## config.mk

```make
export PLATFORM = sky130hd
export DESIGN_NAME = kaprekar_step_counter
export DESIGN_NICKNAME = d
export VERILOG_FILES = /design/src/rtl/kap_pkg.sv /design/src/rtl/kap_digit_split.sv /design/src/rtl/kap_round_unit.sv /design/src/rtl/kaprekar_step_counter.sv
export SDC_FILE = /design/constraint.sdc
export NUM_CORES = 1
export LEC_CHECK = 0
export ABC_CLOCK_PERIOD_IN_PS = 21300
export BUFFER_PORTS_ARGS = -buffer_cell sky130_fd_sc_hd__buf_2
export CAP_MARGIN = 20
export CORE_UTILIZATION = 59
export CTS_CLUSTER_DIAMETER = 200
export DETAILED_ROUTE_END_ITERATION = 8
export PLACE_DENSITY = 0.77
export SKIP_LAST_GASP = 1
export SYNTH_ARGS = -nofsm -noshare
export SYNTH_HDL_FRONTEND = slang
export SYNTH_SLANG_ARGS = --single-unit
```

## constraint.sdc

```tcl
create_clock -name aclk -period 21.3 [get_ports aclk]
set_input_delay 1.065 -clock aclk [delete_from_list [all_inputs] [get_ports aclk]]
set_output_delay 1.065 -clock aclk [all_outputs]
set_load 0.05 [all_outputs]
```

## src/rtl/kap_pkg.sv

```systemverilog
`default_nettype none

package kap_pkg;

    localparam int unsigned START_W    = 14;
    localparam int unsigned DIGIT_W    = 4;
    localparam int unsigned NUM_DIGITS = 4;
    localparam int unsigned COUNT_W    = 3;
    localparam int unsigned STEP_W     = 4;
    localparam int unsigned IDX_W      = 2;

    // Division by ten through a reciprocal: q = (x * RECIP_10) >> RECIP_SHIFT.
    // The result is exact for every x below 2**START_W.
    localparam int unsigned RECIP_W     = 16;
    localparam int unsigned RECIP_10    = 52429;
    localparam int unsigned RECIP_SHIFT = 19;
    localparam int unsigned QUOT_W      = START_W + RECIP_W - RECIP_SHIFT;

    localparam logic [COUNT_W-1:0] MAX_ROUNDS = 3'd7;
    localparam logic [STEP_W-1:0]  STEP_NEVER = 4'hF;

    typedef logic [DIGIT_W-1:0] digit_t;
    typedef logic [NUM_DIGITS-1:0][DIGIT_W-1:0] digits_t;

    // 6174 with the units digit in the lowest place.
    localparam digits_t TARGET_DIGITS = {4'd6, 4'd1, 4'd7, 4'd4};

    typedef struct packed {
        logic is_target;
        logic is_repdigit;
    } round_status_t;

endpackage

`default_nettype wire

```

## src/rtl/kap_digit_split.sv

```systemverilog
`default_nettype none

module kap_digit_split (
    input  wire logic [kap_pkg::START_W-1:0] rem_in,
    output logic      [kap_pkg::START_W-1:0] quot_out,
    output kap_pkg::digit_t                  digit_out
);

    logic [kap_pkg::START_W+kap_pkg::RECIP_W-1:0] prod;
    logic [kap_pkg::QUOT_W-1:0]                   quot;
    logic [kap_pkg::START_W-1:0]                  quot_ext;
    logic [kap_pkg::START_W-1:0]                  quot_x10;
    logic [kap_pkg::START_W-1:0]                  low_part;

    assign prod = {{kap_pkg::RECIP_W{1'b0}}, rem_in}
                * kap_pkg::RECIP_10[kap_pkg::START_W+kap_pkg::RECIP_W-1:0];
    assign quot     = prod[kap_pkg::START_W+kap_pkg::RECIP_W-1:kap_pkg::RECIP_SHIFT];
    assign quot_ext = {{(kap_pkg::START_W-kap_pkg::QUOT_W){1'b0}}, quot};

    // Times ten as two shifted copies.
    assign quot_x10 = (quot_ext << 3) + (quot_ext << 1);
    assign low_part = rem_in - quot_x10;

    assign quot_out  = quot_ext;
    assign digit_out = low_part[kap_pkg::DIGIT_W-1:0];

endmodule

`default_nettype wire

```

## src/rtl/kap_round_unit.sv

```systemverilog
`default_nettype none

module kap_round_unit (
    input  wire kap_pkg::digits_t  digits_in,
    output kap_pkg::digits_t       digits_out,
    output kap_pkg::round_status_t status
);

    kap_pkg::digit_t a0, a1, a2, a3;
    kap_pkg::digit_t b0, b1, b2, b3;
    kap_pkg::digit_t s0, s1, s2, s3;
    logic [3:0]      borrow;
    logic [4:0]      diff [kap_pkg::NUM_DIGITS];
    kap_pkg::digits_t desc_d;
    kap_pkg::digits_t asc_d;

    // Five compare-exchange steps sort four digits, s0 smallest.
    always_comb begin
        a0 = (digits_in[0] < digits_in[1]) ? digits_in[0] : digits_in[1];
        a1 = (digits_in[0] < digits_in[1]) ? digits_in[1] : digits_in[0];
        a2 = (digits_in[2] < digits_in[3]) ? digits_in[2] : digits_in[3];
        a3 = (digits_in[2] < digits_in[3]) ? digits_in[3] : digits_in[2];
        b0 = (a0 < a2) ? a0 : a2;
        b2 = (a0 < a2) ? a2 : a0;
        b1 = (a1 < a3) ? a1 : a3;
        b3 = (a1 < a3) ? a3 : a1;
        s0 = b0;
        s3 = b3;
        s1 = (b1 < b2) ? b1 : b2;
        s2 = (b1 < b2) ? b2 : b1;
    end

    assign desc_d = {s3, s2, s1, s0};
    assign asc_d  = {s0, s1, s2, s3};

    // Decimal subtraction, one digit at a time with a borrow ripple.
    always_comb begin
        borrow[0] = 1'b0;
        for (int i = 0; i < kap_pkg::NUM_DIGITS; i++) begin
            diff[i] = {1'b0, desc_d[i]} - {1'b0, asc_d[i]}
                    - {4'd0, (i == 0) ? 1'b0 : borrow[i[1:0]]};
            if (diff[i][4]) begin
                digits_out[i] = diff[i][3:0] + 4'd10;
            end else begin
                digits_out[i] = diff[i][3:0];
            end
            if (i < kap_pkg::NUM_DIGITS - 1) begin
                borrow[i[1:0] + 2'd1] = diff[i][4];
            end
        end
    end

    assign status.is_target   = (digits_in == kap_pkg::TARGET_DIGITS);
    assign status.is_repdigit = (digits_in[0] == digits_in[1])
                             && (digits_in[1] == digits_in[2])
                             && (digits_in[2] == digits_in[3]);

endmodule

`default_nettype wire

```

## src/rtl/kaprekar_step_counter.sv

```systemverilog
`default_nettype none
// Each word runs R sort-and-subtract rounds before its result is loaded into the output register,
// where R (0 to 7) is the number of rounds run; repdigits run none. The start number is split into
// decimal digits by a divide-by-ten unit, one digit per cycle, and then one sort-and-subtract
// round runs per cycle. A new word is accepted only once the previous one is done, so the block
// never takes a word while one is in work; a finished result also waits for a free output register.
// Reset (aresetn low at a clock edge) clears the sequencer and the output valid.

module kaprekar_step_counter (
    input  wire logic        aclk,
    input  wire logic        aresetn,
    input  wire logic        s_tvalid,
    output logic             s_tready,
    input  wire logic [15:0] s_tdata,   // [13:0] start_value
    output logic             m_tvalid,
    input  wire logic        m_tready,
    output logic [7:0]       m_tdata    // [3:0] step_count
);

    localparam logic [1:0] ST_IDLE  = 2'd0;
    localparam logic [1:0] ST_SPLIT = 2'd1;
    localparam logic [1:0] ST_ROUND = 2'd2;

    logic [1:0]                      state_reg,  state_next;
    logic [kap_pkg::START_W-1:0]     rem_reg,    rem_next;
    kap_pkg::digits_t                digits_reg, digits_next;
    logic [kap_pkg::IDX_W-1:0]       idx_reg,    idx_next;
    logic [kap_pkg::COUNT_W-1:0]     count_reg,  count_next;
    logic                            m_valid_reg, m_valid_next;
    logic [kap_pkg::STEP_W-1:0]      m_data_reg,  m_data_next;

    logic [kap_pkg::START_W-1:0]     split_quot;
    kap_pkg::digit_t                 split_digit;
    kap_pkg::digits_t                round_digits;
    kap_pkg::round_status_t          round_status;
    logic                            out_free;
    logic                            finish;

    kap_digit_split u_split (
        .rem_in    (rem_reg),
        .quot_out  (split_quot),
        .digit_out (split_digit)
    );

    kap_round_unit u_round (
        .digits_in  (digits_reg),
        .digits_out (round_digits),
        .status     (round_status)
    );

    assign out_free = !m_valid_reg || m_tready;
    assign finish   = round_status.is_target || round_status.is_repdigit
                   || (count_reg == kap_pkg::MAX_ROUNDS);

    always_comb begin
        state_next   = state_reg;
        rem_next     = rem_reg;
        digits_next  = digits_reg;
        idx_next     = idx_reg;
        count_next   = count_reg;
        m_data_next  = m_data_reg;
        m_valid_next = m_valid_reg && !m_tready;

        unique case (state_reg)
            ST_IDLE: begin
                if (s_tvalid) begin
                    rem_next   = s_tdata[kap_pkg::START_W-1:0];
                    idx_next   = '0;
                    state_next = ST_SPLIT;
                end
            end
            ST_SPLIT: begin
                // Only the low four digits are kept, which reduces the word modulo 10000.
                digits_next[idx_reg] = split_digit;
                rem_next             = split_quot;
                idx_next             = idx_reg + 2'd1;
                if (idx_reg == 2'(kap_pkg::NUM_DIGITS - 1)) begin
                    count_next = '0;
                    state_next = ST_ROUND;
                end
            end
            ST_ROUND: begin
                if (finish) begin
                    // The digits hold still here, so a stalled result is simply retried.
                    if (out_free) begin
                        m_valid_next = 1'b1;
                        m_data_next  = round_status.is_target
                                     ? {1'b0, count_reg} : kap_pkg::STEP_NEVER;
                        state_next   = ST_IDLE;
                    end
                end else begin
                    digits_next = round_digits;
                    count_next  = count_reg + 3'd1;
                end
            end
            default: begin
                state_next = ST_IDLE;
            end
        endcase
    end

    always_ff @(posedge aclk) begin
        if (!aresetn) begin
            state_reg   <= ST_IDLE;
            m_valid_reg <= 1'b0;
        end else begin
            state_reg   <= state_next;
            m_valid_reg <= m_valid_next;
        end
        rem_reg    <= rem_next;
        digits_reg <= digits_next;
        idx_reg    <= idx_next;
        count_reg  <= count_next;
        m_data_reg <= m_data_next;
    end

    assign s_tready = (state_reg == ST_IDLE);
    assign m_tvalid = m_valid_reg;
    assign m_tdata  = {4'd0, m_data_reg};

endmodule

`default_nettype wire
```

== After elaboration in Yosys (flattened, before gate mapping) ==
Cells that the tools add are included.

* Register bits: 42
* Logic and storage cells: 99

* Muxes and demuxes: 35
* Magnitude comparators: 7
* Reduce and logical (&&, ||, !) cells: 17
* Multiply operators: 1
* Equality and inequality tests: 13
* Add/sub/neg operators: 15

{| class="wikitable"
|+ Operators by type and width
! cell !! count
|-
| two-way mux 4 bit || 16
|-
| case mux 16 bit (2 select lines) || 1
|-
| multiplier 14 x 16 -> 30 bit (second input constant) || 1
|-
| case mux 14 bit (2 select lines) || 1
|-
| less-than comparator 4 bit || 5
|-
| subtractor 4 x 4 -> 5 bit || 4
|-
| adder 4 bit (second input constant) || 4
|-
| bitwise mux 16 bit || 1
|-
| == test 16 x 15 -> 1 bit (second input constant) || 1
|-
| two-way mux 16 bit || 1
|-
| subtractor 5 x 1 -> 5 bit || 3
|-
| two-way mux 14 bit || 1
|-
| == test 4 bit || 3
|-
| two-way mux 2 bit || 5
|-
| inequality test 2 bit (second input constant) || 5
|-
| demux 4 bit (select 2 bit) || 1
|-
| two-way mux 3 bit || 2
|-
| case mux 2 bit (3 select lines) || 1
|-
| case mux 3 bit (2 select lines) || 1
|-
| AND reduction 3 bit || 2
|-
| adder 4 bit || 1
|-
| == test 2 bit (second input constant) || 2
|-
| logical AND 1 bit || 4
|-
| case mux 2 bit (2 select lines) || 1
|-
| 14 further kinds || 21
|}

== Depth between registers and ports, before layout ==
* Depth in word-level cells: 14
* Depth in mapped cells: 41
* Depth with buffers taken out: 41

== Modules after synthesis ==
From an unflattened synthesis, not the netlist that was laid out.

* Cells, all modules: 773
* Area, all modules: 7428.4 sq um

{| class="wikitable"
|+ By module, submodules not included
! module !! sequential area each (sq um) !! area an instance (sq um) !! times used !! cells each
|-
| kap_digit_split || 0.0 || 3489.6 || 1 || 357
|-
| kap_round_unit || 0.0 || 1984.4 || 1 || 261
|-
| kaprekar_step_counter || 1231.2 || 1954.4 || 1 || 155
|}

== Least setup slack after synthesis ==
Ideal clock, no wire load.

* Path kind: register to register
* Start point: register digits_reg[6] in the netlist's numbering
* End point: register digits_reg[15] in the netlist's numbering (data pin)
* Setup time: 0.271 ns
* Data arrival time: 8.161 ns
* Cell stages (with the launch flop): 40
* Path buffers: 0
* Clock period less this slack: 8.432 ns
* Path slack: 12.868 ns
* Cell sequence: edfxtp_1 -> inv_1 -> ha_1 -> nor2_1 -> a211oi_2 -> nor2_2 -> mux2i_1 -> inv_1 -> ha_1 -> a21oi_1 -> o31ai_1 -> or3_1 -> and2_1 -> ha_1 -> nand2_1 -> o31ai_1 -> nor2_1 -> nor2_1 -> [4 not listed] -> nor2_1 -> nand3_1 -> fa_1 -> inv_1 -> fa_1 -> nand2b_1 -> a21oi_1 -> xnor2_1 -> inv_1 -> fa_1 -> fa_1 -> nand2b_1 -> a21oi_1 -> xnor2_1 -> nor2_1 -> xnor2_1 -> xnor2_1 -> o22ai_1

{| class="wikitable"
|+ RTL lines
! what !! RTL line !! RTL
|-
| start: declaration || kaprekar_step_counter.sv:26 || <nowiki>kap_pkg::digits_t digits_reg, digits_next;</nowiki>
|-
| start signal: assignment || kaprekar_step_counter.sv:111 || <nowiki>digits_reg <= digits_next;</nowiki>
|}

==> impl_results.md <==
- Outcome: complete, no violations
- Sequential share of the synthesized area: 17.7%
- Cell area after synthesis: 6960 sq um
- Routed len/inst: around 17 microns
- Setup ws final: 11.54 ns
- Max Cap Viol: 0
- CP max stage cell: o31ai_1
- Area share of the largest cell type after synthesis: ~27%
- Fin Clk Skew: 0.00994 ns
- Initial core utilization: 60.7%
- Antenna diodes: 0
- Setup CP Type: reg2reg
- Number of global-route vias before repair: 5,371
- Worst Path Required: 21.29 ns
- Number of flops mapped to enable cells by yosys: 39
- Max FFs per register: 16
- GR Overflow Total: 0
- Maximum clock insertion buffer count: 2
- Die W: 111 microns
- R2R Setup Slk: 11.54 ns
- First drt pass iteration count: 5
- Main area contributors after synthesis: ha_1, fa_1, edfxtp_1
- Detailed-route wire length: between 10 and 15 mm
- Top-Level Pins: 30
- Final setup fails: 0
- Largest stage delay on the critical path: 0.57 ns
- Synth Flop Type: edfxtp_1
- PostCTS Resize Cnt: 0
- Worst hold path cell count: 1
- Slew @ Worst Pin: between 0.9 and 1 ns
- HP Start: count_reg[2]
- CP startpoint kind: register
- First-pass GRT wire length: 25.6 mm
- Count of hold buffers inserted by post-cts repair: 0
- Hold EP: m_data_reg[2]
- RR Startpoint: digits_reg[6]
- Dpl cells: around 860
- Reg2reg path depth: 39
- Distinct cells, synth: 69
- Post-CTS Setup Inserts: 0
- Clk Latency, worst-skew pair: 0.29 ns
- FP Rows: 39
- DP Wirelength: 12.6 mm
- Initial antenna violation count: 0
- Worst setup EP type: register
- Root buffer cell: clkbuf_16
- Share of cells above drive strength 1: 9.37%
- Tcrit/Tclk final: 45.8%
- Core Region: 11,500 sq um
- Period minus WS final: 9.76 ns
- Most common cell after layout, fill and taps aside: ha_1
- Number of clock sinks: 42
- Cells after Synth: 702
- Syn. warnings: 0
- CP max FO: 8
- GP Congestion: around 0.93
- Asr flop ratio synth: 0%
- Vias after detailed routing: 5,028
- DRT antenna net count: 0
- Most frequent CP cell: fa_1
- RSZ-0062 raised after global routing: false
- #FFs+latches synth: 42
- Total die area: around 12,000 sq um
- Area delta synth->final: 5.84%
- CTS buffer count: 5
- CTS tree: yes
- Fin. Hold Viols: 0
- GRT Resource Usage Total: 26.0%
- Htree depth: 2
- Largest net degree at the start of global routing: 29
- DRC: 0
- Syn Area/Cell: 9.92 sq um
- Die Ht: 111 microns
- 1st-iter DRT viols: 313
- Final nets: 958
- Fmax: ~100 MHz
- Port Buffers: 23
- Synth area leader: ha_1
- Worst min path class: reg2reg
- Arr. time, crit path: 9.75 ns
- Setup TNS: 0 ns
- Reg clk slew, reported paths: 0.07 ns
- Most frequent cells in the layout: ha_1, inv_1, fa_1
- Layout Cells excl Fill: around 870
- FF-to-FF End: digits_reg[15]
- Slew margin rel.: 34.7%
- Post-DR vias/cell: between 5 and 6
- Dpl ws: 11.67 ns
- Final Max Tran Viols: 0
## area by class of cell
| class | count | area (sq um) |
|---|---|---|
| tap | 143 | 179 |
| fill | 890 | 4100 |
| clock buffer | 5 | 125 |
| clock inverter | 3 | 25.0 |
| sequential | 42 | 1230 |
| timing repair buffer | 24 | 123 |
| multi-input combinational | 526 | 5210 |
| inverter | 126 | 473 |
## metal layers
metal	vias up	global-route usage [%]	wire (microns)	part of all wire [%]
met1	2438	36.5	6720	45
met3	16	2.69	928	6.3
li1	2435	-	-	-
met4	0	5.33	156	1.1
met5	-	0	0	0
met2	139	43.6	6990	47
## cells in the mapped netlist (3+ instances only)
library cell	number
inv_1	126
xnor2_1	24
clkbuf_1	5
ha_1	151
and2_1	12
nor3_1	3
or2_2	6
o22ai_1	9
mux2i_1	8
mux2_2	3
nand4_1	4
nand3b_1	5
nor4_1	4
a21oi_1	28
a21o_1	20
dfxtp_1	3
nand2b_1	10
fa_1	62
nand2_1	37
nor2_2	3
xor2_1	15
buf_4	4
nand3_1	10
a311oi_1	3
nor2_1	26
nor2b_1	6
o21ai_0	19
a21boi_0	4
edfxtp_1	39
## logic make-up (layout without fill, tap and decap cells)
logic type,Yosys count,in the layout,synth area share (%)
compound gates,117,117,12.0
xor+xnor,39,39,4.91
fa+ha+maj,214,214,45.1
buf+inv,137,158,7.60
flops,42,42,17.7
mux,14,14,2.26
other cells,1,4,0.0539
simple gates,138,138,10.4
## worst max-delay path: cells and delay by family (launching register included)
| kind | cells | cell delay (ns) |
|---|---|---|
| muxes | 1 | 0.28 |
| AOI/OAI and AO/OA | 8 | 1.64 |
| adders and majority gates | 9 | 3.22 |
| and+or+nand+nor | 12 | 2.40 |
| buffers and inverters | 5 | 0.58 |
| xor gates and xnor gates | 4 | 0.86 |
| DFF | 1 | 0.47 |
## through the flow
step | util (%) | cell area (sq um) | hold slack, ns
floorplan | - | 6970 | 0.515
global placement | 62.9 | 7220 | 0.533
detailed placement | 62.9 | 7220 | 0.543
CTS | 64.3 | 7370 | 0.555
global route | 64.3 | 7370 | 0.576
finish | 64.3 | 7370 | 0.554
## how the worst max path moves through the flow
stage	startpoint	endpoint	slack [ns]	depth (start not counted)
after global routing	digits_reg[6]	digits_reg[15]	10.70	40
after CTS	digits_reg[6]	digits_reg[15]	11.63	39
final	digits_reg[6]	digits_reg[15]	11.54	39
after detailed placement	digits_reg[6]	digits_reg[15]	11.67	39
after global placement	digits_reg[6]	digits_reg[15]	11.97	39
after floorplan	digits_reg[6]	digits_reg[15]	12.87	39
Power is left out: the tool's default activity adds up to more than one toggle a clock period on the data nets, which glitch-free logic cannot reach.
